$ cat config.mk
export PLATFORM = sky130hd
export DESIGN_NAME = mlfq_scheduler_tick_unit
export DESIGN_NICKNAME = d
export VERILOG_FILES = /design/src/sv/mlfq_pkg.sv /design/src/sv/mlfq_ctrl.sv /design/src/sv/mlfq_datapath.sv /design/src/sv/mlfq_scheduler_tick_unit.sv
export SDC_FILE = /design/constraint.sdc
export NUM_CORES = 2
export LEC_CHECK = 0
export ABC_AREA = 1
export BUFFER_PORTS_ARGS = -buffer_cell sky130_fd_sc_hd__buf_2
export CORE_MARGIN = 5
export CORE_UTILIZATION = 55
export CTS_BUF_LIST = sky130_fd_sc_hd__clkbuf_4
export DETAILED_ROUTE_END_ITERATION = 16
export GPL_ROUTABILITY_DRIVEN = 0
export HOLD_SLACK_MARGIN = 0.1
export PLACE_DENSITY = 0.69
export SYNTH_ARGS = -nofsm -noshare
export SYNTH_HDL_FRONTEND = slang
export SYNTH_HIERARCHICAL = 1
export SYNTH_SLANG_ARGS = --single-unit
$ cat constraint.sdc
create_clock -name clk -period 8.48 [get_ports clk]
set_input_delay 0 -clock clk [delete_from_list [all_inputs] [get_ports clk]]
set_output_delay 0 -clock clk [all_outputs]
set_load 0.05 [all_outputs]
$ cat src/sv/mlfq_pkg.sv
package mlfq_pkg;

    localparam int PID_W = 8;
    localparam int TICK_W = 16;

    typedef enum logic [2:0] {
        EV_CONT    = 3'd0,
        EV_IDLE    = 3'd1,
        EV_FINISH  = 3'd2,
        EV_IO      = 3'd3,
        EV_EXPIRE  = 3'd4,
        EV_LOAD_OK = 3'd5,
        EV_LOAD_NO = 3'd6
    } cpu_event_t;

    localparam logic [1:0] REG_QUANTUM = 2'd0;
    localparam logic [1:0] REG_DISK    = 2'd1;
    localparam logic [1:0] REG_TAPE    = 2'd2;
    localparam logic [1:0] REG_PRINTER = 2'd3;

    typedef struct packed {
        logic        action;
        logic [7:0]  pid;
        logic [15:0] arrival_tick;
        logic [7:0]  run_length;
        logic [7:0]  io_point;
        logic [1:0]  device;
    } req_t;

    typedef struct packed {
        logic [15:0] clock_value;
        logic [7:0]  ran_pid;
        logic [2:0]  cpu_event;
        logic [7:0]  disk_done_pid;
        logic [7:0]  tape_done_pid;
        logic [7:0]  printer_done_pid;
        logic        all_done;
    } rsp_t;

    typedef struct packed {
        logic start_load;
        logic start_admit;
        logic admit_step;
        logic do_select;
        logic do_run;
        logic start_io;
        logic io_step;
        logic finish;
    } cmd_t;

    typedef struct packed {
        logic admit_last;
        logic io_last;
    } sts_t;

endpackage

$ cat src/sv/mlfq_ctrl.sv
module mlfq_ctrl
    import mlfq_pkg::*;
(
    input  logic clk,
    input  logic rst_n,
    input  logic in_fire,
    input  logic is_tick,
    input  logic out_busy,
    input  sts_t sts,
    output cmd_t cmd,
    output logic idle
);

    typedef enum logic [5:0] {
        ST_IDLE   = 6'b000001,
        ST_ADMIT  = 6'b000010,
        ST_SELECT = 6'b000100,
        ST_RUN    = 6'b001000,
        ST_IO     = 6'b010000,
        ST_DONE   = 6'b100000
    } state_t;

    state_t state_reg, state_next;

    always_comb
    begin
        state_next = state_reg;
        cmd = '0;
        idle = 1'b0;
        unique case (state_reg)
            ST_IDLE:
            begin
                idle = 1'b1;
                if (in_fire)
                begin
                    if (is_tick)
                    begin
                        cmd.start_admit = 1'b1;
                        state_next = ST_ADMIT;
                    end
                    else
                    begin
                        cmd.start_load = 1'b1;
                        state_next = ST_DONE;
                    end
                end
            end
            ST_ADMIT:
            begin
                cmd.admit_step = 1'b1;
                if (sts.admit_last)
                begin
                    state_next = ST_SELECT;
                end
            end
            ST_SELECT:
            begin
                cmd.do_select = 1'b1;
                state_next = ST_RUN;
            end
            ST_RUN:
            begin
                cmd.do_run = 1'b1;
                cmd.start_io = 1'b1;
                state_next = ST_IO;
            end
            ST_IO:
            begin
                cmd.io_step = 1'b1;
                if (sts.io_last)
                begin
                    state_next = ST_DONE;
                end
            end
            ST_DONE:
            begin
                if (!out_busy)
                begin
                    cmd.finish = 1'b1;
                    state_next = ST_IDLE;
                end
            end
            default:
            begin
                state_next = ST_IDLE;
            end
        endcase
    end

    always_ff @(posedge clk or negedge rst_n)
    begin
        if (!rst_n)
        begin
            state_reg <= ST_IDLE;
        end
        else
        begin
            state_reg <= state_next;
        end
    end

endmodule

$ cat src/sv/mlfq_datapath.sv
module mlfq_datapath
    import mlfq_pkg::*;
#(
    parameter int MAX_PROCS = 16
)
(
    input  logic       clk,
    input  logic       rst_n,
    input  req_t       req,
    input  cmd_t       cmd,
    input  logic [3:0] quantum,
    input  logic [2:0] disk_time,
    input  logic [2:0] tape_time,
    input  logic [2:0] printer_time,
    output sts_t       sts,
    output rsp_t       rsp
);

    localparam int SW = (MAX_PROCS > 1) ? $clog2(MAX_PROCS) : 1;
    localparam int CW = $clog2(MAX_PROCS + 1);
    localparam logic [CW-1:0] FULL = CW'(MAX_PROCS);

    typedef logic [SW-1:0] slot_t;
    typedef logic [CW-1:0] cnt_t;

    // slot-indexed tables, each read at one place per step
    logic [7:0]  t_pid      [MAX_PROCS];
    logic [15:0] t_arr      [MAX_PROCS];
    logic [7:0]  t_len      [MAX_PROCS];
    logic [7:0]  t_iop      [MAX_PROCS];
    logic [1:0]  t_dev      [MAX_PROCS];
    logic [7:0]  t_done     [MAX_PROCS];
    logic [3:0]  t_slice    [MAX_PROCS];
    logic [2:0]  t_served   [MAX_PROCS];
    logic        t_fresh    [MAX_PROCS];
    logic [MAX_PROCS-1:0] used_reg;

    slot_t pq_reg [MAX_PROCS];
    slot_t hq_reg [MAX_PROCS];
    slot_t lq_reg [MAX_PROCS];
    slot_t iq_reg [MAX_PROCS];
    cnt_t  pq_cnt_reg, hq_cnt_reg, lq_cnt_reg, iq_cnt_reg;

    logic        run_valid_reg;
    slot_t       run_slot_reg;
    logic [15:0] tick_reg;

    cnt_t  idx_reg;
    cnt_t  keep_reg;
    logic [2:0] busy_reg;
    rsp_t  rsp_reg;

    // free slot search
    slot_t free_slot;
    logic  free_found;
    always_comb
    begin
        free_slot = '0;
        free_found = 1'b0;
        for (int i = MAX_PROCS - 1; i >= 0; i--)
        begin
            if (!used_reg[i])
            begin
                free_slot = SW'(i);
                free_found = 1'b1;
            end
        end
    end

    slot_t ps, is_s, rs;
    logic  admit_hit, admit_active, io_active;
    logic [1:0] dv;
    logic [2:0] need;
    logic [2:0] srv_n;
    logic [7:0] done_n;
    logic [3:0] slice_n;

    assign admit_active = idx_reg < pq_cnt_reg;
    assign io_active = idx_reg < iq_cnt_reg;
    assign ps = pq_reg[idx_reg[SW-1:0]];
    assign is_s = iq_reg[idx_reg[SW-1:0]];
    assign admit_hit = t_arr[ps] == tick_reg;
    assign sts.admit_last = !admit_active || (idx_reg + 1'b1 >= pq_cnt_reg);
    assign sts.io_last = !io_active || (idx_reg + 1'b1 >= iq_cnt_reg);
    assign dv = (t_dev[is_s] == 2'd3) ? 2'd0 : t_dev[is_s];
    always_comb
    begin
        case (dv)
            2'd1: need = tape_time;
            2'd2: need = printer_time;
            default: need = disk_time;
        endcase
    end
    assign srv_n = t_served[is_s] + 3'd1;
    assign rs = run_slot_reg;
    assign done_n = t_done[rs] + 8'd1;
    assign slice_n = t_slice[rs] + 4'd1;

    always_ff @(posedge clk)
    begin
        if (cmd.start_load && free_found)
        begin
            t_pid[free_slot] <= req.pid;
            t_arr[free_slot] <= req.arrival_tick;
            t_len[free_slot] <= req.run_length;
            t_iop[free_slot] <= req.io_point;
            t_dev[free_slot] <= req.device;
            t_done[free_slot] <= '0;
            t_slice[free_slot] <= '0;
            t_served[free_slot] <= '0;
            t_fresh[free_slot] <= 1'b0;
        end
        if (cmd.do_run && run_valid_reg)
        begin
            t_done[rs] <= done_n;
            if (done_n == t_len[rs])
            begin
                t_slice[rs] <= slice_n;
            end
            else if (t_iop[rs] != 8'd0 && done_n == t_iop[rs])
            begin
                t_fresh[rs] <= 1'b1;
                t_slice[rs] <= '0;
                t_served[rs] <= '0;
            end
            else if (slice_n == quantum)
            begin
                t_slice[rs] <= '0;
            end
            else
            begin
                t_slice[rs] <= slice_n;
            end
        end
        if (cmd.io_step && io_active)
        begin
            if (t_fresh[is_s])
            begin
                t_fresh[is_s] <= 1'b0;
            end
            else if (!busy_reg[dv])
            begin
                t_served[is_s] <= srv_n;
            end
        end
    end

    always_ff @(posedge clk or negedge rst_n)
    begin
        if (!rst_n)
        begin
            used_reg <= '0;
            pq_cnt_reg <= '0;
            hq_cnt_reg <= '0;
            lq_cnt_reg <= '0;
            iq_cnt_reg <= '0;
            run_valid_reg <= 1'b0;
            run_slot_reg <= '0;
            tick_reg <= '0;
            idx_reg <= '0;
            keep_reg <= '0;
            busy_reg <= '0;
            rsp_reg <= '0;
        end
        else
        begin
            if (cmd.start_load)
            begin
                rsp_reg <= '{clock_value: tick_reg,
                             cpu_event: free_found ? EV_LOAD_OK : EV_LOAD_NO,
                             default: '0};
                if (free_found)
                begin
                    used_reg[free_slot] <= 1'b1;
                    pq_reg[pq_cnt_reg[SW-1:0]] <= free_slot;
                    pq_cnt_reg <= pq_cnt_reg + 1'b1;
                end
            end
            if (cmd.start_admit)
            begin
                idx_reg <= '0;
                keep_reg <= '0;
                rsp_reg <= '{clock_value: tick_reg, default: '0};
            end
            if (cmd.admit_step)
            begin
                if (admit_active)
                begin
                    if (admit_hit)
                    begin
                        if (hq_cnt_reg < FULL)
                        begin
                            hq_reg[hq_cnt_reg[SW-1:0]] <= ps;
                            hq_cnt_reg <= hq_cnt_reg + 1'b1;
                        end
                    end
                    else
                    begin
                        pq_reg[keep_reg[SW-1:0]] <= ps;
                        keep_reg <= keep_reg + 1'b1;
                    end
                end
                if (sts.admit_last)
                begin
                    pq_cnt_reg <= (admit_active && !admit_hit) ? keep_reg + 1'b1
                                                                : keep_reg;
                end
                else
                begin
                    idx_reg <= idx_reg + 1'b1;
                end
            end
            if (cmd.do_select && !run_valid_reg)
            begin
                if (hq_cnt_reg != '0)
                begin
                    run_slot_reg <= hq_reg[0];
                    run_valid_reg <= 1'b1;
                    for (int i = 1; i < MAX_PROCS; i++)
                    begin
                        hq_reg[i-1] <= hq_reg[i];
                    end
                    hq_cnt_reg <= hq_cnt_reg - 1'b1;
                end
                else if (lq_cnt_reg != '0)
                begin
                    run_slot_reg <= lq_reg[0];
                    run_valid_reg <= 1'b1;
                    for (int i = 1; i < MAX_PROCS; i++)
                    begin
                        lq_reg[i-1] <= lq_reg[i];
                    end
                    lq_cnt_reg <= lq_cnt_reg - 1'b1;
                end
            end
            if (cmd.do_run)
            begin
                if (run_valid_reg)
                begin
                    rsp_reg.ran_pid <= t_pid[rs];
                    if (done_n == t_len[rs])
                    begin
                        used_reg[rs] <= 1'b0;
                        run_valid_reg <= 1'b0;
                        rsp_reg.cpu_event <= EV_FINISH;
                    end
                    else if (t_iop[rs] != 8'd0 && done_n == t_iop[rs])
                    begin
                        if (iq_cnt_reg < FULL)
                        begin
                            iq_reg[iq_cnt_reg[SW-1:0]] <= rs;
                            iq_cnt_reg <= iq_cnt_reg + 1'b1;
                        end
                        run_valid_reg <= 1'b0;
                        rsp_reg.cpu_event <= EV_IO;
                    end
                    else if (slice_n == quantum)
                    begin
                        if (lq_cnt_reg < FULL)
                        begin
                            lq_reg[lq_cnt_reg[SW-1:0]] <= rs;
                            lq_cnt_reg <= lq_cnt_reg + 1'b1;
                        end
                        run_valid_reg <= 1'b0;
                        rsp_reg.cpu_event <= EV_EXPIRE;
                    end
                    else
                    begin
                        rsp_reg.cpu_event <= EV_CONT;
                    end
                end
                else
                begin
                    rsp_reg.cpu_event <= EV_IDLE;
                end
            end
            if (cmd.start_io)
            begin
                idx_reg <= '0;
                keep_reg <= '0;
                busy_reg <= '0;
            end
            if (cmd.io_step)
            begin
                logic leave;
                leave = io_active && !t_fresh[is_s] && !busy_reg[dv] && srv_n == need;
                if (io_active)
                begin
                    if (!t_fresh[is_s] && !busy_reg[dv])
                    begin
                        busy_reg[dv] <= 1'b1;
                    end
                    if (leave)
                    begin
                        case (dv)
                            2'd1: rsp_reg.tape_done_pid <= t_pid[is_s];
                            2'd2: rsp_reg.printer_done_pid <= t_pid[is_s];
                            default: rsp_reg.disk_done_pid <= t_pid[is_s];
                        endcase
                        if (dv == 2'd0)
                        begin
                            if (lq_cnt_reg < FULL)
                            begin
                                lq_reg[lq_cnt_reg[SW-1:0]] <= is_s;
                                lq_cnt_reg <= lq_cnt_reg + 1'b1;
                            end
                        end
                        else if (hq_cnt_reg < FULL)
                        begin
                            hq_reg[hq_cnt_reg[SW-1:0]] <= is_s;
                            hq_cnt_reg <= hq_cnt_reg + 1'b1;
                        end
                    end
                    else
                    begin
                        iq_reg[keep_reg[SW-1:0]] <= is_s;
                        keep_reg <= keep_reg + 1'b1;
                    end
                end
                if (sts.io_last)
                begin
                    iq_cnt_reg <= (io_active && !leave) ? keep_reg + 1'b1 : keep_reg;
                    tick_reg <= tick_reg + 16'd1;
                end
                else
                begin
                    idx_reg <= idx_reg + 1'b1;
                end
            end
        end
    end

    always_comb
    begin
        rsp = rsp_reg;
        rsp.all_done = (pq_cnt_reg == '0) && (hq_cnt_reg == '0) &&
                       (lq_cnt_reg == '0) && (iq_cnt_reg == '0) && !run_valid_reg;
    end

endmodule

$ cat src/sv/mlfq_scheduler_tick_unit.sv
// Two-level feedback queue scheduler, one clock tick or one process load per
// request.
// Input channel in_valid/in_ready carries a req_t: action 0 loads a process
// into the pending table, action 1 advances the scheduler by one tick.
// Output channel out_valid/out_ready carries one rsp_t per request.
// Registers quantum, disk_time, tape_time, printer_time sit on the APB port
// at byte addresses 0, 4, 8, 12; write them only while the block is idle.
// A load goes from idle straight to the done state. A tick runs the admit
// loop over the pending queue, a select step, a run step and the I/O service
// loop over the I/O queue; both loops visit one queue entry per cycle.
// One request is in flight at a time; the result sits in an output register
// and the next request is taken once that result has been consumed.
// Reset empties all queues, clears the clock, stops the CPU and restores
// the register defaults. A stalled receiver holds the result and the
// block accepts nothing new until it is taken.
module mlfq_scheduler_tick_unit
    import mlfq_pkg::*;
#(
    parameter int MAX_PROCS = 16
)
(
    input  logic        clk,
    input  logic        rst_n,
    input  logic        in_valid,
    output logic        in_ready,
    input  req_t        in_data,
    output logic        out_valid,
    input  logic        out_ready,
    output rsp_t        out_data,
    input  logic        psel,
    input  logic        penable,
    input  logic        pwrite,
    input  logic [3:0]  paddr,
    input  logic [31:0] pwdata,
    output logic [31:0] prdata,
    output logic        pready
);

    logic [3:0] quantum_reg;
    logic [2:0] disk_reg, tape_reg, printer_reg;
    req_t req_reg;
    cmd_t cmd;
    sts_t sts;
    rsp_t rsp;
    logic idle, out_valid_reg, in_fire;

    assign pready = 1'b1;
    assign in_ready = idle && !out_valid_reg;
    assign in_fire = in_valid && in_ready;

    always_ff @(posedge clk or negedge rst_n)
    begin
        if (!rst_n)
        begin
            quantum_reg <= 4'd4;
            disk_reg <= 3'd2;
            tape_reg <= 3'd4;
            printer_reg <= 3'd5;
        end
        else if (psel && penable && pwrite)
        begin
            unique case (paddr[3:2])
                REG_QUANTUM: quantum_reg <= pwdata[3:0];
                REG_DISK:    disk_reg <= pwdata[2:0];
                REG_TAPE:    tape_reg <= pwdata[2:0];
                REG_PRINTER: printer_reg <= pwdata[2:0];
                default: ;
            endcase
        end
    end

    always_comb
    begin
        prdata = '0;
        unique case (paddr[3:2])
            REG_QUANTUM: prdata = {28'd0, quantum_reg};
            REG_DISK:    prdata = {29'd0, disk_reg};
            REG_TAPE:    prdata = {29'd0, tape_reg};
            REG_PRINTER: prdata = {29'd0, printer_reg};
            default:     prdata = '0;
        endcase
    end

    always_ff @(posedge clk)
    begin
        if (in_fire)
        begin
            req_reg <= in_data;
        end
    end

    always_ff @(posedge clk or negedge rst_n)
    begin
        if (!rst_n)
        begin
            out_valid_reg <= 1'b0;
        end
        else if (cmd.finish)
        begin
            out_valid_reg <= 1'b1;
        end
        else if (out_ready)
        begin
            out_valid_reg <= 1'b0;
        end
    end

    mlfq_ctrl u_ctrl (
        .clk      (clk),
        .rst_n    (rst_n),
        .in_fire  (in_fire),
        .is_tick  (in_data.action),
        .out_busy (out_valid_reg),
        .sts      (sts),
        .cmd      (cmd),
        .idle     (idle)
    );

    mlfq_datapath #(
        .MAX_PROCS (MAX_PROCS)
    ) u_dp (
        .clk          (clk),
        .rst_n        (rst_n),
        .req          (in_fire ? in_data : req_reg),
        .cmd          (cmd),
        .quantum      (quantum_reg),
        .disk_time    (disk_reg),
        .tape_time    (tape_reg),
        .printer_time (printer_reg),
        .sts          (sts),
        .rsp          (rsp)
    );

    assign out_valid = out_valid_reg;
    assign out_data = rsp;

`ifndef SYNTHESIS
    a_no_accept_busy: assert property (@(posedge clk) disable iff (!rst_n)
        out_valid_reg |-> !in_fire)
        else $error("request accepted while result pending");
    a_finish_idle: assert property (@(posedge clk) disable iff (!rst_n)
        cmd.finish |-> !out_valid_reg)
        else $error("result overwritten");
    a_finish_valid: assert property (@(posedge clk) disable iff (!rst_n)
        cmd.finish |=> out_valid)
        else $error("result not presented");
`endif

endmodule
# --- Word level (Yosys, flattened, before mapping) ---
# Memories as Yosys holds them, arrays and structs flattened.
# Cells that the tools add are included.
word_totals:
  mem_bits_rw: 1184
  rom_bits: 0
  latchBits: 0
  in_bits: 86
  regBits: 183
  memories: 13
op_classes:
  shifts: 0
  n_div: 0
  n_bitwise: 9
  multipliers: 0
  n_reduce_logical: 73
  add_sub_neg: 12
  muxes: 258
  magnitude_cmp: 13
  eq_ne: 21
mem_list:
  columns: ["memory", "words", "width", "read_ports", "rd_clocked_by_memory_dff", "wr", "line_no", "source"]
  rows:
  - ["u_dp.t_arr", 16, 16, 1, 0, 1, "mlfq_datapath.sv:28", "logic [15:0] t_arr [MAX_PROCS];"]
  - ["u_dp.t_done", 16, 8, 1, 0, 1, "mlfq_datapath.sv:32", "logic [7:0] t_done [MAX_PROCS];"]
  - ["u_dp.t_iop", 16, 8, 1, 0, 1, "mlfq_datapath.sv:30", "logic [7:0] t_iop [MAX_PROCS];"]
  - ["u_dp.t_len", 16, 8, 1, 0, 1, "mlfq_datapath.sv:29", "logic [7:0] t_len [MAX_PROCS];"]
  - ["u_dp.t_pid", 16, 8, 2, 0, 1, "mlfq_datapath.sv:27", "logic [7:0] t_pid [MAX_PROCS];"]
  - ["u_dp.hq_reg", 16, 4, 16, 0, 15, "mlfq_datapath.sv:39", "slot_t hq_reg [MAX_PROCS];"]
  - ["7 more memories", null, null, null, null, null, null, null]
op_table:
  columns: ["operator", "count"]
  rows:
  - ["$mux 5", 52]
  - ["$mux 4", 38]
  - ["$pmux 32 s4", 1]
  - ["$mux 1", 124]
  - ["$mux 52", 2]
  - ["$mux 16", 5]
  - ["$mux 24", 3]
  - ["$mux 42", 1]
  - ["$mux 8", 5]
  - ["$pmux 6 s6", 1]
  - ["$logic_and 1x1->1", 32]
  - ["$add 5x1->5 const B", 6]
  - ["$mux 3", 10]
  - ["$mux 6", 5]
  - ["$logic_not 5->1", 4]
  - ["$reduce_or 4->1", 5]
  - ["$add 16x1->16 const B", 1]
  - ["$and 16x16->16", 1]
  - ["$eq 16x16->1", 1]
  - ["$eq 8x8->1", 2]
  - ["$not 16->16", 1]
  - ["$or 16x16->16", 1]
  - ["$lt 5x5->1 const B", 3]
  - ["$reduce_and 2->1", 6]
  - ["41 further kinds", 76]

# --- Longest topological paths before layout ---
logic_depth:
  depth_word: 27
  depth_mapped: 38

# --- By module ---
# The synthesis kept the hierarchy.
modules_own_cells:
  columns: ["module", "instances", "seq_area_each_um2", "cells_per_inst", "area_per_inst_um2"]
  rows:
  - ["mlfq_datapath", 1, 38421.8, 5795, 59528.3]
  - ["mlfq_scheduler_tick_unit", 1, 1217.4, 311, 2374.8]
  - ["mlfq_ctrl", 1, 151.4, 57, 394.1]

# --- Least setup slack after synthesis ---
# OpenSTA, ideal clock, no wires.
synth_path:
  path_kind: "register to register"
  start: "reg u_ctrl.state_reg[0]"
  end: "mem u_dp.t_done[3][0] (enable)"
  arrival_time_ps: 6067
  path_stages_with_launch: 17
  path_buffers: 2
  setup_slack_ps: 2075
  period_less_slack_ps: 6405
  cell_sequence: "dfstp_2 inv_1 nor2_1 nand3_2 inv_2 nand3_4 inv_4 buf_6 inv_1 nor3_1 clkbuf_1 inv_1 a21oi_1 inv_1 nor3_1 inv_1 nand2_1"
synth_rtl:
  columns: ["item", "line_no", "source"]
  rows:
  - ["start, declared", "mlfq_ctrl.sv:23", "state_t state_reg, state_next;"]
  - ["start signal, assigned", "mlfq_ctrl.sv:98", "state_reg <= state_next;"]
  - ["end, declared", "mlfq_datapath.sv:32", null]

# --- Final worst setup path ---
layout_path:
  start: "reg u_dp.run_slot_reg[1], in the netlist u_dp/rs[1]"
  end: "mem u_dp/iq_reg[0][3] (netlist name) (enable)"
layout_via:
  elab_chain_len: 11
  word_cells_on_any_way: 15
  classes_between: "add/sub (1); eq/ne (2); mux (6); reduce/logical (3); memory (3)"
layout_lines:
  columns: ["item", "line_no", "source"]
  rows:
  - ["start, declared", "mlfq_datapath.sv:45", "slot_t run_slot_reg;"]
  - ["start signal, assigned", "mlfq_datapath.sv:217", "run_slot_reg <= hq_reg[0];"]
  - ["start signal, assigned", "mlfq_datapath.sv:227", "run_slot_reg <= lq_reg[0];"]
  - ["$mem_v2 16x8 *", null, null]
  - ["$add 8x1->8 *", "mlfq_datapath.sv:96", "assign done_n = t_done[rs] + 8'd1;"]
  - ["via u_dp.done_n[1]", "mlfq_datapath.sv:75", "logic [7:0] done_n;"]
  - ["$eq 8x8->1", "mlfq_datapath.sv:247", "else if (t_iop[rs] != 8'd0 && done_n == t_iop[rs])"]
  - ["$logic_and 1x1->1", "mlfq_datapath.sv:247", null]
  - ["$mux 1", "mlfq_datapath.sv:247", null]
  - ["$mux 1 *", "mlfq_datapath.sv:241", "if (done_n == t_len[rs])"]
  - ["$mux 1 *", "mlfq_datapath.sv:238", "if (run_valid_reg)"]
  - ["$mux 1 *", "mlfq_datapath.sv:236", "if (cmd.do_run)"]
  - ["$logic_and 1x1->1 (not written as such) *", "mlfq_datapath.sv:251", "iq_reg[iq_cnt_reg[SW-1:0]] <= rs;"]
  - ["$mux 1 (not written as such) *", "mlfq_datapath.sv:251", null]
  - ["$mux 1 (no source line) *", null, null]
  - ["end, declared", "mlfq_datapath.sv:41", "slot_t iq_reg [MAX_PROCS];"]
# Mark *: on every way through the listed nets, which the timed path passes. The rest lies on a longest branch.

==> metrics.yaml <==
vias: 48700
cts.path.max_buffers: 4
post_cts_resize_count: 0
cts_tree: "yes"
netlist_area_um2: 62300
power.total_mw: 25.8
hold_violations: 0
cpPeakStageDelay_ns: 0.85
core_um2: 112000
setup_tns_ns: 0
chipHeight_um: 346
drc: 0
grt_pass1_vias: 47100
grt.overflow.total: 0
io-pin-count: 173
routed_wl_um: 183000
clk_pin_slew_worst_paths_ns: 0.07
ant_nets: 0
post-route-period-util_pct: 84.2
p_sw_mw: 11.7
arrival_ns: 7.93
hold_path.class: "in2reg"
die_w_um: 346
syn_inst: 6159
setup_viol: 0
hold_depth: 5
hpwl_um: 109000
drtIter0Drc: 5777
std_cell_rows: 123
antenna_found_initial: 7
largest_register: "u_dp/t_arr"
drive_gt1_share_pct: 14.0
largest_register_ffs: 256
post-place-ws_ns: 1.49
critical_path_class: "reg2reg"
grt_setup_unrepaired: "false"
maxSlewViolCount: 0
nNetsFinal: 6699
synth.avg_cell_area_um2: 10.1
path_cells: "inv_2 -> nand2_1 -> buf_4 -> inv_4 -> a22oi_1 -> nand2_1 -> nand2_1 -> nand4_1 -> ha_1 -> clkinv_1 -> o21ai_0 -> nand2_1 -> nor2_1 -> nand2_1 -> inv_1 -> nand3_1 -> nor2_1 -> nand3_1 -> nor2_2 -> nand2_2 -> nor2_2 -> nand2_1 -> o21ai_0"
p_clk_share_pct: 21.4
cp_max_fo: 69
pwr-share-comb_pct: 44.8
status: "complete, no violations"
p_leak_nw: 28.1
crit_path_top_delay_cell: "nor2_2"
fillCellCount: 9085
multiInputGateArea_um2: 19700
fin_crit_ns: 7.14
cts_buffers: 357
fmax_mhz: 140
area_growth_pct: 12.0
rrSetupSlack_ns: 1.34
grt_max_degree: 78
grt_usage_pct: 29.7
skew_ns: 0.118
io_buffers: 113
max_cap_viol_count: 0
cts_hold_buf: 134
p_seq_share_pct: 33.7
wl_met2_um: 84400
start_kind: "register"
power.internal_mw: 14.1
r2r-start: "u_dp/rs[1]"
cts_setup_buffers: 0
min_to: "quantum_reg[0]"
powerDensity_nw_per_um2: 370
final.setup.worst_slack_ns: 1.34
top_layer: "met5"
routed-wl-met3_um: 21000
grt_pass1_wl_um: 275000
first_pass_iters: 8
htreeDepth: 5
die_area_um2: 120000
slew_headroom_pct: 21.5
wl_met1_um: 70800
cts.sinks: 1367
reg2reg_depth: 23
start_util_pct: 55.3
insertion_delay_ns: 1.20
hold_start: "pwdata[0]"
irDropWorstVdd_mv: 0.305
r2r-end: "u_dp/iq_reg[0][3]"
tightest_slew_ns: 1.18
critical_path_required_ns: 9.27
seqCellArea_um2: 39800
cts_root_buffer: "clkbuf_4"
sw_frac_of_total_pct: 45.2
yosys_warnings: 6
viasPerCell: 5.85
endpoint_kind: "register"
wire_per_inst_um: 21.9
cpMostUsedCell: "nand2_1"
==> through the flow <==
stage	instance area (µm²)	utilization, %	instances	hold slack [ns]
2_1_floorplan	62400	-	6186	-0.296
3_3_place_gp	64000	56.9	7571	0.0332
3_5_place_dp	64000	56.9	7571	0.0368
4_1_cts	69700	62.0	8328	0.133
5_1_grt	69700	62.0	8333	0.204
6_report	69800	62.0	8336	0.304
==> power by group through the flow <==
stage / combinational (mW) / clock [mW] / sequential, mW
global placement: 11.0 / 0 / 8.83
floorplan: 7.33 / 0 / 8.96
detailed placement: 11.2 / 0 / 8.84
global route: 12.5 / 6.02 / 8.74
finish: 11.6 / 5.53 / 8.71
CTS: 11.3 / 5.63 / 8.70
==> cell usage in the layout, fill, tap and decap left out, drive strengths merged, types with 3 or more instances in the layout <==
cell type / count
bufinv: 3
a2111oi: 3
nand2: 2003
a32o: 3
o211ai: 12
o31ai: 4
clkbuf: 522
a21oi: 89
buf: 210
nor3: 21
ha: 49
nand4: 110
conb: 29
o311ai: 3
or2: 17
dfxtp: 58
nor2: 553
o221ai: 6
clkinv: 95
dfrtp: 135
a211oi: 4
dlygate4sd3: 133
nor4: 9
a31oi: 9
xnor2: 5
dfstp: 6
diode: 8
inv: 359
clkinvlp: 3
nand3: 605
edfxtp: 1168
nand3b: 6
a22o: 5
o21ai: 294
a221oi: 5
o22ai: 86
xor2: 33
a22oi: 164
==> worst max-delay path, delay by kind of cell (launching register included) <==
kind,cells,cell delay (ns)
AND/OR/NAND/NOR,14,3.01
buffers and inverters,5,1.49
adder cells (fa/ha/maj),1,0.50
AO/OA/AOI/OAI,3,1.15
flip-flops,1,0.54
==> how the worst max path moves through the flow <==
stage,startpoint,to,cells after the start
global route,u_dp/rs[1],u_dp/iq_reg[8][0],25
detailed placement,u_dp/rs[1],u_dp/iq_reg[0][3],23
CTS,u_dp/rs[1],u_dp/iq_reg[0][0],23
floorplan,u_ctrl/state_reg[0],u_dp/t_done[3][0],16
finish,u_dp/rs[1],u_dp/iq_reg[0][3],23
global placement,u_dp/rs[1],u_dp/iq_reg[0][0],23
==> layout make-up <==
class | count | share of cell area, %
flip-flops and latches | 1367 | 57.0
multi-input cells | 4136 | 28.2
clock buffers | 522 | 5.62
repair buffers | 343 | 3.81
well taps | 1500 | 2.69
inverters | 359 | 1.95
clock inverters | 101 | 0.709
diodes | 8 | 0.0287
==> metal layers <==
metal | track usage, % | vias up
li1 | - | 22200
met1 | 39.8 | 23200
met2 | 46.9 | 2936
met3 | 7.46 | 447
met4 | 12.0 | 2
met5 | 0.157 | -
Note: power is estimated with default switching activity, not from simulation.
